File: src/hw/rtl/dd_pkg.sv
// shared types, constants and calendar tables for the date difference block
`default_nettype none

package dd_pkg;

	localparam int unsigned YEAR_W  = 14;
	localparam int unsigned MONTH_W = 4;
	localparam int unsigned DAY_W   = 5;
	localparam int unsigned COUNT_W = 22;
	localparam int unsigned IN_W    = 48;
	localparam int unsigned OUT_W   = 24;

	localparam logic [YEAR_W-1:0] YEAR_MIN = 14'd1;
	localparam logic [YEAR_W-1:0] YEAR_MAX = 14'd9999;

	// floor(x / 100) = (x * RECIP_100) >> RECIP_SHIFT for any 14-bit x
	localparam int unsigned RECIP_W     = 13;
	localparam int unsigned RECIP_SHIFT = 19;
	localparam int unsigned PROD_W      = YEAR_W + RECIP_W;
	localparam int unsigned QUOT_W      = PROD_W - RECIP_SHIFT;
	localparam logic [RECIP_W-1:0] RECIP_100 = 13'd5243;

	localparam logic [MONTH_W-1:0] MONTH_JAN = 4'd1;
	localparam logic [MONTH_W-1:0] MONTH_FEB = 4'd2;
	localparam logic [MONTH_W-1:0] MONTH_DEC = 4'd12;

	typedef enum logic [2:0] {
		ST_IDLE,
		ST_MUL_Y,
		ST_MUL_P,
		ST_CHECK,
		ST_BASE,
		ST_DAYNUM,
		ST_FINISH
	} state_t;

	typedef enum logic [2:0] {
		OP_NONE,
		OP_MUL_Y,
		OP_MUL_P,
		OP_CHECK,
		OP_BASE,
		OP_DAYNUM,
		OP_OUT
	} op_t;

	typedef struct packed {
		logic load;
		logic sel_end;
		op_t  op;
	} cmd_t;

	// last member sits in the low bits, so start_year lands at tdata[13:0]
	typedef struct packed {
		logic               include_end;
		logic [DAY_W-1:0]   end_day;
		logic [MONTH_W-1:0] end_month;
		logic [YEAR_W-1:0]  end_year;
		logic [DAY_W-1:0]   start_day;
		logic [MONTH_W-1:0] start_month;
		logic [YEAR_W-1:0]  start_year;
	} item_t;

	// days in a month, zero for a month code that means nothing
	function automatic logic [DAY_W-1:0] month_len(input logic [MONTH_W-1:0] m,
		input logic leap);
		logic [DAY_W-1:0] len;
		len = '0;
		case (m)
			4'd1, 4'd3, 4'd5, 4'd7, 4'd8, 4'd10, 4'd12: len = 5'd31;
			4'd4, 4'd6, 4'd9, 4'd11:                   len = 5'd30;
			4'd2:                                       len = leap ? 5'd29 : 5'd28;
			default:                                    len = '0;
		endcase
		return len;
	endfunction

	// days before the first of a month in a common year
	function automatic logic [8:0] days_before(input logic [MONTH_W-1:0] m);
		logic [8:0] n;
		n = '0;
		case (m)
			4'd1:    n = 9'd0;
			4'd2:    n = 9'd31;
			4'd3:    n = 9'd59;
			4'd4:    n = 9'd90;
			4'd5:    n = 9'd120;
			4'd6:    n = 9'd151;
			4'd7:    n = 9'd181;
			4'd8:    n = 9'd212;
			4'd9:    n = 9'd243;
			4'd10:   n = 9'd273;
			4'd11:   n = 9'd304;
			4'd12:   n = 9'd334;
			default: n = 9'd0;
		endcase
		return n;
	endfunction

endpackage

`default_nettype wire

File: src/hw/rtl/dd_ctrl.sv
// controller that sequences the day number conversion and the output handshake
`default_nettype none

module dd_ctrl (
	input  wire               clk,
	input  wire               arst_n,
	input  wire               s_tvalid,
	output logic              s_tready,
	output logic              m_tvalid,
	input  wire               m_tready,
	output dd_pkg::cmd_t      cmd
);

	dd_pkg::state_t state_q, state_d;
	logic end_q, end_d;
	logic out_valid_q, out_valid_d;

	always_ff @(posedge clk or negedge arst_n) begin
		if (!arst_n) begin
			state_q     <= dd_pkg::ST_IDLE;
			end_q       <= 1'b0;
			out_valid_q <= 1'b0;
		end else begin
			state_q     <= state_d;
			end_q       <= end_d;
			out_valid_q <= out_valid_d;
		end
	end

	always_comb begin
		state_d     = state_q;
		end_d       = end_q;
		out_valid_d = out_valid_q;
		s_tready    = 1'b0;
		cmd.load    = 1'b0;
		cmd.sel_end = end_q;
		cmd.op      = dd_pkg::OP_NONE;

		// result taken by the sink
		if (out_valid_q && m_tready) begin
			out_valid_d = 1'b0;
		end

		unique case (state_q)
			dd_pkg::ST_IDLE: begin
				s_tready = 1'b1;
				if (s_tvalid) begin
					cmd.load = 1'b1;
					end_d    = 1'b0;
					state_d  = dd_pkg::ST_MUL_Y;
				end
			end
			dd_pkg::ST_MUL_Y: begin
				cmd.op  = dd_pkg::OP_MUL_Y;
				state_d = dd_pkg::ST_MUL_P;
			end
			dd_pkg::ST_MUL_P: begin
				cmd.op  = dd_pkg::OP_MUL_P;
				state_d = dd_pkg::ST_CHECK;
			end
			dd_pkg::ST_CHECK: begin
				cmd.op  = dd_pkg::OP_CHECK;
				state_d = dd_pkg::ST_BASE;
			end
			dd_pkg::ST_BASE: begin
				cmd.op  = dd_pkg::OP_BASE;
				state_d = dd_pkg::ST_DAYNUM;
			end
			dd_pkg::ST_DAYNUM: begin
				cmd.op = dd_pkg::OP_DAYNUM;
				if (end_q) begin
					state_d = dd_pkg::ST_FINISH;
				end else begin
					end_d   = 1'b1;
					state_d = dd_pkg::ST_MUL_Y;
				end
			end
			dd_pkg::ST_FINISH: begin
				// output register free or being emptied this cycle
				if (!out_valid_q || m_tready) begin
					cmd.op      = dd_pkg::OP_OUT;
					out_valid_d = 1'b1;
					state_d     = dd_pkg::ST_IDLE;
				end
			end
			default: begin
				state_d = dd_pkg::ST_IDLE;
			end
		endcase
	end

	assign m_tvalid = out_valid_q;

endmodule

`default_nettype wire

File: src/hw/rtl/dd_datapath.sv
// datapath: date checks, day numbers through a shared reciprocal multiplier, difference
`default_nettype none

module dd_datapath (
	input  wire                          clk,
	input  wire  [dd_pkg::IN_W-1:0]      s_tdata,
	input  dd_pkg::cmd_t                 cmd,
	output logic [dd_pkg::OUT_W-1:0]     m_tdata
);

	dd_pkg::item_t in_q;

	logic [dd_pkg::PROD_W-1:0]  mul_q;
	logic [dd_pkg::QUOT_W-1:0]  qy_q;
	logic [dd_pkg::QUOT_W-1:0]  qp_q;
	logic                       leap_q;
	logic                       ok_q;
	logic [dd_pkg::COUNT_W-1:0] base_q;
	logic [dd_pkg::COUNT_W-1:0] a_q;
	logic [dd_pkg::COUNT_W-1:0] b_q;
	logic [dd_pkg::COUNT_W-1:0] count_q;
	logic                       bad_q;

	logic [dd_pkg::YEAR_W-1:0]  y;
	logic [dd_pkg::YEAR_W-1:0]  p;
	logic [dd_pkg::MONTH_W-1:0] m;
	logic [dd_pkg::DAY_W-1:0]   d;
	logic [dd_pkg::YEAR_W-1:0]  mul_opnd;
	logic [dd_pkg::PROD_W-1:0]  prod;
	logic [dd_pkg::QUOT_W-1:0]  quot;
	logic [dd_pkg::YEAR_W:0]    qy_x100;
	logic                       div100;
	logic                       leap;
	logic                       year_ok;
	logic                       month_ok;
	logic                       day_ok;
	logic [dd_pkg::YEAR_W+8:0]  base;
	logic [dd_pkg::COUNT_W-1:0] daynum;
	logic [dd_pkg::COUNT_W-1:0] diff;
	logic [dd_pkg::COUNT_W-1:0] count;

	// fields of the date in work
	always_comb begin
		if (cmd.sel_end) begin
			y = in_q.end_year;
			m = in_q.end_month;
			d = in_q.end_day;
		end else begin
			y = in_q.start_year;
			m = in_q.start_month;
			d = in_q.start_day;
		end
	end

	assign p        = y - dd_pkg::YEAR_W'(1);
	assign mul_opnd = (cmd.op == dd_pkg::OP_MUL_P) ? p : y;
	assign prod     = dd_pkg::PROD_W'(mul_opnd) * dd_pkg::PROD_W'(dd_pkg::RECIP_100);
	assign quot     = mul_q[dd_pkg::PROD_W-1:dd_pkg::RECIP_SHIFT];

	// leap: divisible by 4, and by 400 when divisible by 100
	assign qy_x100 = (dd_pkg::YEAR_W+1)'(qy_q) * (dd_pkg::YEAR_W+1)'(100);
	assign div100  = (qy_x100 == {1'b0, y});
	assign leap    = (y[1:0] == 2'b00) && (!div100 || (qy_q[1:0] == 2'b00));

	assign year_ok  = (y >= dd_pkg::YEAR_MIN) && (y <= dd_pkg::YEAR_MAX);
	assign month_ok = (m >= dd_pkg::MONTH_JAN) && (m <= dd_pkg::MONTH_DEC);
	assign day_ok   = (d != '0) && (d <= dd_pkg::month_len(m, leap));

	// p*365 + p/4 - p/100 + p/400
	assign base = (dd_pkg::YEAR_W+9)'(p) * (dd_pkg::YEAR_W+9)'(365)
		+ (dd_pkg::YEAR_W+9)'(p[dd_pkg::YEAR_W-1:2])
		- (dd_pkg::YEAR_W+9)'(qp_q)
		+ (dd_pkg::YEAR_W+9)'(qp_q[dd_pkg::QUOT_W-1:2]);

	assign daynum = base_q
		+ dd_pkg::COUNT_W'(dd_pkg::days_before(m))
		+ dd_pkg::COUNT_W'((m > dd_pkg::MONTH_FEB) && leap_q)
		+ dd_pkg::COUNT_W'(d)
		- dd_pkg::COUNT_W'(1);

	assign diff  = (a_q < b_q) ? (b_q - a_q) : '0;
	assign count = ok_q ? (diff + dd_pkg::COUNT_W'(in_q.include_end)) : '0;

	always_ff @(posedge clk) begin
		if (cmd.load) begin
			in_q <= dd_pkg::item_t'(s_tdata[$bits(dd_pkg::item_t)-1:0]);
			ok_q <= 1'b1;
		end
		unique case (cmd.op)
			dd_pkg::OP_MUL_Y: begin
				mul_q <= prod;
			end
			dd_pkg::OP_MUL_P: begin
				qy_q  <= quot;
				mul_q <= prod;
			end
			dd_pkg::OP_CHECK: begin
				qp_q   <= quot;
				leap_q <= leap;
				ok_q   <= ok_q && year_ok && month_ok && day_ok;
			end
			dd_pkg::OP_BASE: begin
				base_q <= base[dd_pkg::COUNT_W-1:0];
			end
			dd_pkg::OP_DAYNUM: begin
				if (cmd.sel_end) begin
					b_q <= daynum;
				end else begin
					a_q <= daynum;
				end
			end
			dd_pkg::OP_OUT: begin
				count_q <= count;
				bad_q   <= !ok_q;
			end
			default: begin
			end
		endcase
	end

	assign m_tdata = {{(dd_pkg::OUT_W-dd_pkg::COUNT_W-1){1'b0}}, bad_q, count_q};

endmodule

`default_nettype wire

File: src/hw/rtl/date_difference_in_days.sv
// days between two gregorian dates: each date is checked and turned into a day number
// the result is registered once the end date is converted and the output register is free
// one item at a time: a new input is taken only once the last result is in the output register,
// as two passes of the shared reciprocal multiplier and adder chain convert start and end dates in turn
// reset clears the controller and the output valid; data registers are not reset
`default_nettype none

module date_difference_in_days (
	input  wire                       clk,
	input  wire                       arst_n,
	input  wire                       s_tvalid,
	output logic                      s_tready,
	// start_year[13:0], start_month[17:14], start_day[22:18], end_year[36:23],
	// end_month[40:37], end_day[45:41], include_end[46], zero[47]
	input  wire  [dd_pkg::IN_W-1:0]   s_tdata,
	output logic                      m_tvalid,
	input  wire                       m_tready,
	// day_count[21:0], bad_date[22], zero[23]
	output logic [dd_pkg::OUT_W-1:0]  m_tdata
);

	dd_pkg::cmd_t cmd;

	dd_ctrl u_ctrl (
		.clk      (clk),
		.arst_n   (arst_n),
		.s_tvalid (s_tvalid),
		.s_tready (s_tready),
		.m_tvalid (m_tvalid),
		.m_tready (m_tready),
		.cmd      (cmd)
	);

	dd_datapath u_datapath (
		.clk     (clk),
		.s_tdata (s_tdata),
		.cmd     (cmd),
		.m_tdata (m_tdata)
	);

endmodule

`default_nettype wire
File: config.mk
export PLATFORM = sky130hd
export DESIGN_NAME = date_difference_in_days
export DESIGN_NICKNAME = d
export VERILOG_FILES = /design/src/hw/rtl/dd_pkg.sv /design/src/hw/rtl/dd_ctrl.sv /design/src/hw/rtl/dd_datapath.sv /design/src/hw/rtl/date_difference_in_days.sv
export SDC_FILE = /design/constraint.sdc
export NUM_CORES = 1
export LEC_CHECK = 0
export ABC_AREA = 1
export ABC_CLOCK_PERIOD_IN_PS = 7500
export CAP_MARGIN = 20
export CORE_MARGIN = 2
export CORE_UTILIZATION = 40
export CTS_CLUSTER_DIAMETER = 80
export DETAILED_ROUTE_END_ITERATION = 16
export DONT_BUFFER_PORTS = 1
export GPL_TIMING_DRIVEN = 1
export MAX_ROUTING_LAYER = met4
export PLACE_DENSITY = 0.62
export SETUP_SLACK_MARGIN = 0.15
export SYNTH_ARGS = -nofsm -noshare
export SYNTH_HDL_FRONTEND = slang
export SYNTH_SLANG_ARGS = --single-unit
File: constraint.sdc
create_clock -name clk -period 7.5 [get_ports clk]
set_input_delay 0.375 -clock clk [delete_from_list [all_inputs] [get_ports clk]]
set_output_delay 0.375 -clock clk [all_outputs]
set_load 0.005 [all_outputs]
==> impl_metrics.env, run 1 <==
export IMPL_status="complete, no violations"
export IMPL_cts_made_buffers=17
export IMPL_synth_area_leaders="edfxtp_1 (26%), ha_1 (19%), fa_1 (15%), inv_1 (9.5%), nand2_1 (7.1%)"
export IMPL_r2r_end="u_datapath.mul_q[23]"
export IMPL_cts_tree="done"
export IMPL_grt_usage_pct=17.84
export IMPL_io_pins=78
export IMPL_vias=13290
export IMPL_drive_gt1_share_pct=6.478
export IMPL_hold_depth=0
export IMPL_synth_edf_count=162
export IMPL_crit_start="u_ctrl.end_q"
export IMPL_layout_nets=2574
export IMPL_clock_latency_ns=0.44
export IMPL_crit_buf_inv=7
export IMPL_fmax_mhz=143.9
export IMPL_antenna_cells=0
export IMPL_critPathArrivalTime_ns=7.13
export IMPL_core_area_um2=45480
export IMPL_dieHeight_um=218.9
export IMPL_period_share_pct=92.63
export IMPL_drv_slew=0
export IMPL_r2r_slack_ns=0.55
export IMPL_yosysMostFrequentCell="inv_1"
export IMPL_hold_viol=0
export IMPL_antenna_left=0
export IMPL_slew_headroom_pct=33.39
export IMPL_min_period_ns=6.947
export IMPL_die_area_um2=47930
export IMPL_finalSetupViolations=0
export IMPL_synth_top_area_share_pct=26.33
export IMPL_finClkSkew_ns=0.01393
export IMPL_drc=0
export IMPL_initialDrtViolationCount=694
export IMPL_io_buffers=0
export IMPL_start_kind="register"
export IMPL_endpoint_kind="register"
export IMPL_syn_inst=2084
export IMPL_synth_fp_nets=2556
export IMPL_tns_ns=0
export IMPL_synth_area_um2=18480
export IMPL_globalplace_congestion=0.9179
export IMPL_crit_required_ns=7.69
export IMPL_rows=78
export IMPL_cts_hold_buffers=1
export IMPL_clockBufferDepth=2
export IMPL_crit_fanout=24
export IMPL_routed_wirelength_um=39790
export IMPL_ys_seq_area_share_pct=27.00
export IMPL_hold_class="in2reg"
export IMPL_grt_pass1_wl_um=66520
export IMPL_detail_route_vias_per_cell=4.896
export IMPL_h_tree_depth=4
export IMPL_wl_per_cell_um=14.65
export IMPL_yosysTopAreaCell="edfxtp_1"
export IMPL_path_depth=26
export IMPL_async_flop_share_pct=2.994
export IMPL_reg2regPathDepth=26
export IMPL_first_pass_iters=6
export IMPL_worst_path_most_repeated_cell="inv_1"
export IMPL_reg2reg_from="u_ctrl.end_q"
export IMPL_crit_type="reg2reg"
export IMPL_antenna_found_initial=0
export IMPL_clk_pin_slew_ns=0.07
export IMPL_grt_pass1_vias=13490
export IMPL_critical_path_slowest_cell="fa_1"
export IMPL_avgSynthCellArea_um2=8.867
export IMPL_fp_dieW_um=218.9
export IMPL_syn2layout_area_growth_pct=7.421
export IMPL_post_dp_hpwl_um=34360
export IMPL_cp_slowest_stage_delay_ns=0.55
export IMPL_ys_warn_count=0
export IMPL_tightest_slew_ns=0.9977
export IMPL_clock_sinks=167
export IMPL_post_cts_resized=0
export IMPL_grt_overflow=0
export IMPL_maxCapViolations=0
export IMPL_initial_utilization_pct=40.63
export IMPL_endpoint="u_datapath.mul_q[23]"
export IMPL_grt_max_degree=49
export IMPL_cp_top_family="adder cells"
export IMPL_cts_setup_buffers=0
export IMPL_clockRootBuffer="clkbuf_16"
export IMPL_rsz0062_at_grt="false"
export IMPL_synthFlopType="edfxtp_1"
export IMPL_ys_seq_elements=167
export IMPL_synth_distinct_cells=55
export IMPL_synthTopCellsByCount="inv_1 (470), nand2_1 (348), ha_1 (281), edfxtp_1 (162), fa_1 (139)"
## per-layer routing
layer / GRT usage (%) / routed length, µm / up-vias / part of all wire [%]
li1: - / - / 6714 / -
met1: 21.08 / 17410 / 6326 / 44
met2: 32.46 / 20720 / 212 / 52
met3: 2.121 / 948 / 41 / 2.4
met4: 3.919 / 710 / 0 / 1.8
met5: - / 0 / - / 0
## cell usage in the layout, fill, tap and decap left out, drive strengths merged, types with 4 or more instances in the layout
| cell | netlist | final |
|---|---|---|
| nand2 | 365 | 365 |
| clkbuf | 4 | 21 |
| or2 | 16 | 16 |
| buf | 10 | 12 |
| edfxtp | 162 | 162 |
| o21bai | 8 | 8 |
| clkinv | 0 | 5 |
| nor3 | 28 | 28 |
| nand3b | 10 | 10 |
| xor2 | 73 | 73 |
| a21o | 8 | 8 |
| xnor2 | 24 | 24 |
| a31oi | 10 | 10 |
| o21ai | 86 | 86 |
| inv | 489 | 491 |
| nand3 | 72 | 72 |
| nor4 | 7 | 7 |
| and2 | 4 | 4 |
| a21oi | 94 | 94 |
| ha | 281 | 281 |
| fa | 139 | 139 |
| dfrtp | 5 | 5 |
| nor2 | 132 | 132 |
| nand4 | 23 | 23 |
| a21boi | 4 | 4 |
## kinds of logic after synthesis
logic type	after synthesis	share of synthesized area, %
and+or+nand+nor	660	16.03
buffers and inverters	503	10.52
adders and majority gates	420	34.08
AOI/OAI and AO/OA	235	7.570
DFF	167	27.00
xor gates and xnor gates	97	4.719
other	1	0.02029
muxes	1	0.05417
## area by class of cell
| class | count | area (µm²) |
|---|---|---|
| fillers | 4535 | 25630 |
| multi-input cells | 1414 | 11560 |
| flip-flops and latches | 167 | 4990 |
| inverters | 489 | 1841 |
| well taps | 600 | 750.7 |
| clock buffers | 21 | 450.4 |
| clock inverters | 11 | 147.6 |
| repair buffers | 13 | 107.6 |
## registers in the layout, indices dropped and copies added, names as in the netlist
register,count
u_ctrl.m_tvalid,1
u_datapath.bad_q,1
u_ctrl.end_q,1
u_datapath.a_q,22
u_datapath.qp_q,8
u_datapath.qy_q,8
u_datapath.mul_q,8
u_datapath.ok_q,1
u_ctrl.state_q,3
u_datapath.leap_q,1
u_datapath.in_q,47
u_datapath.count_q,22
u_datapath.base_q,22
u_datapath.b_q,22
## worst min path at each step
stage,endpoint,startpoint
after global routing,u_datapath.in_q[10],s_tdata[10]
after detailed placement,u_ctrl.m_tvalid,arst_n
after floorplan,u_ctrl.end_q,arst_n
after global placement,u_ctrl.m_tvalid,arst_n
final,u_datapath.in_q[0],s_tdata[0]
after CTS,u_datapath.in_q[0],s_tdata[0]
## per-stage QoR
stage	setup WS [ns]	util [%]	instances	hold WS, ns	instance area, µm²
global placement	0.6695	42.28	2681	0.07963	19230
CTS	0.5645	43.61	2714	0.005121	19840
global route	0.1531	43.65	2715	0.002339	19850
floorplan	1.262	-	2084	0.07941	18480
finish	0.5528	43.65	2715	0.02178	19850
detailed placement	0.5879	42.28	2681	0.07971	19230
Power of run 1 is not shown: default switching activity piles up to over one toggle a cycle in this logic, so the estimate is an artifact.
==> run 2, diff against run 1 <==
- ABC_AREA: 1 -> default
==> impl_metrics.env, run 2 <==
export IMPL_critPathArrivalTime_ns=7.44
export IMPL_crit_type="reg2reg"
export IMPL_grt_pass1_wl_um=58180
export IMPL_clk_pin_slew_ns=0.06
export IMPL_maxCapViolations=0
export IMPL_vias=11620
export IMPL_detail_route_vias_per_cell=4.861
export IMPL_ys_warn_count=0
export IMPL_cp_slowest_stage_delay_ns=0.55
export IMPL_dieHeight_um=213.3
export IMPL_syn2layout_area_growth_pct=14.10
export IMPL_synthFlopType="edfxtp_1"
export IMPL_synth_area_leaders="edfxtp_1 (28%), ha_1 (20%), fa_1 (16%), inv_1 (6.8%), xnor2_1 (4.7%)"
export IMPL_finClkSkew_ns=0.01098
export IMPL_synth_top_area_share_pct=27.75
export IMPL_post_dp_hpwl_um=28790
export IMPL_clockBufferDepth=2
export IMPL_min_period_ns=7.251
export IMPL_drive_gt1_share_pct=9.247
export IMPL_first_pass_iters=5
export IMPL_hold_viol=0
export IMPL_rows=76
export IMPL_finalSetupViolations=0
export IMPL_initialDrtViolationCount=557
export IMPL_reg2reg_from="u_ctrl.end_q"
export IMPL_layout_common_cells="inv_1 (317), ha_1 (280), edfxtp_1 (162), fa_1 (138), nor2_1 (100)"
export IMPL_reg2regPathDepth=29
export IMPL_clock_sinks=167
export IMPL_tightest_slew_ns=0.8529
export IMPL_grt_max_degree=49
export IMPL_largest_reg_flops=47
export IMPL_critical_path_slowest_cell="fa_1"
export IMPL_io_pins=78
export IMPL_h_tree_depth=4
export IMPL_clock_latency_ns=0.45
export IMPL_io_buffers=0
export IMPL_drv_slew=0
export IMPL_yosysTopAreaCell="edfxtp_1"
export IMPL_crit_required_ns=7.69
export IMPL_period_share_pct=96.68
export IMPL_async_flop_share_pct=2.994
export IMPL_antenna_cells=0
export IMPL_yosysMostFrequentCell="inv_1"
export IMPL_tns_ns=0
export IMPL_fillers=3989
export IMPL_synth_fp_nets=2147
export IMPL_crit_fanout=6
export IMPL_antenna_found_initial=0
export IMPL_antenna_left=0
export IMPL_globalplace_congestion=0.8878
export IMPL_slew_headroom_pct=42.73
export IMPL_start_kind="register"
export IMPL_synth_distinct_cells=92
export IMPL_finalNonFillerCells=2391
export IMPL_finish_utilization_pct=46.33
export IMPL_wl_per_cell_um=14.50
export IMPL_dp_cells=2293
export IMPL_final_common_cell="inv_1"
export IMPL_ys_seq_elements=167
export IMPL_core_area_um2=43170
export IMPL_synth_area_um2=17530
export IMPL_drc=0
export IMPL_fp_dieW_um=213.3
export IMPL_cts_made_buffers=17
export IMPL_endpoint_kind="register"
export IMPL_hold_class="in2reg"
export IMPL_die_area_um2=45520
export IMPL_routed_wirelength_um=34670
export IMPL_rsz0062_at_grt="true"
export IMPL_synth_edf_count=162
export IMPL_grt_usage_pct=16.56
export IMPL_grt_pass1_vias=12100
export IMPL_ys_seq_area_share_pct=28.46
export IMPL_initial_utilization_pct=40.61
export IMPL_synthTopCellsByCount="inv_1 (317), ha_1 (281), edfxtp_1 (162), fa_1 (139), nor2_1 (103)"
export IMPL_layout_nets=2265
export IMPL_syn_inst=1675
export IMPL_r2r_slack_ns=0.25
export IMPL_min_delay_start="s_tvalid"
export IMPL_avgSynthCellArea_um2=10.47
export IMPL_cts_tree="done"
export IMPL_grt_overflow=0
export IMPL_status="complete, no violations"
export IMPL_finalHoldWorstSlack_ns=0.1701
export IMPL_hold_path_end="u_ctrl.end_q"
export IMPL_regMostFlops="u_datapath.in_q"
export IMPL_fmax_mhz=137.9
export IMPL_r2r_end="u_datapath.mul_q[26]"
export IMPL_clockRootBuffer="clkbuf_16"
export IMPL_hold_depth=3
## run 2: cell types whose count changed after synthesis, moves of 22 or more
cell     before  now
and2_1        4   26
xnor2_1      24   95
a21oi_1      94   52
mux2i_1       1   26
inv_1       470  317
nand2_1     348   69
o21ai_0      62   39
nand3_1      68   23
## run 2: layout make-up
type / instances / area, µm² / area share (%)
well taps: 585 / 732.0 / 3.659
repair buffers: 122 / 1111 / 5.555
clock buffers: 18 / 429.2 / 2.145
flip-flops and latches: 167 / 4991 / 24.95
inverters: 318 / 1194 / 5.967
multi-input cells: 1167 / 11400 / 57.01
clock inverters: 14 / 142.6 / 0.7131
## run 2: worst max path at each step
stage                            to          from  depth (start not counted)  slack [ns]
6_report       u_datapath.mul_q[26]  u_ctrl.end_q                         29        0.25
4_1_cts        u_datapath.mul_q[26]  u_ctrl.end_q                         30        0.16
5_1_grt        u_datapath.mul_q[26]  u_ctrl.end_q                         30       -0.07
2_1_floorplan  u_datapath.mul_q[26]  u_ctrl.end_q                         29        0.19
3_5_place_dp   u_datapath.mul_q[26]  u_ctrl.end_q                         30       -0.01
3_3_place_gp   u_datapath.mul_q[26]  u_ctrl.end_q                         30        0.04
## run 2: repair_timing
item                       in CTS  in global routing
pin swaps                       4                  9
hold buffers                   48                  0
gates cloned                    0                  1
resized for setup               6                 32
buffers inserted                2                 12
hold endpoints to repair       52                  0
setup endpoints to repair       2                  6
## run 2: critical path, delay by kind of cell (launching register included)
family                     cells  cell delay, ns
muxes                          1            0.26
AOI/OAI and AO/OA              9            2.03
and+or+nand+nor                5            0.85
xor gates and xnor gates       2            0.33
adders and majority gates      6            2.54
DFF                            1            0.52
buffers and inverters          6            0.48
## run 2: kinds of logic (layout without fill, tap and decap cells)
| group | count (synthesis) | in the layout | synth area share (%) |
|---|---|---|---|
| simple gates | 355 | 355 | 10.38 |
| fa+ha+maj | 422 | 422 | 36.04 |
| compound gates | 213 | 213 | 8.229 |
| other cells | 1 | 1 | 0.02139 |
| buf+inv | 341 | 472 | 7.808 |
| mux | 28 | 28 | 1.613 |
| flops | 167 | 167 | 28.46 |
| xor+xnor | 148 | 148 | 7.437 |
## run 2: per-layer routing
layer	wire [µm]	GRT usage, %	share of wire [%]
met4	518	4.454	1.5
met2	18180	29.25	52
met3	898	2.900	2.6
met5	0	-	0
met1	15070	19.43	43
## run 2: stage by stage
step	cell area, µm²	setup slack (ns)
floorplan	17550	0.1933
global placement	18540	0.03507
detailed placement	18540	-0.01494
CTS	19630	0.1585
global route	20000	-0.07044
finish	20000	0.2489
Power of run 2 is left out for the same reason.
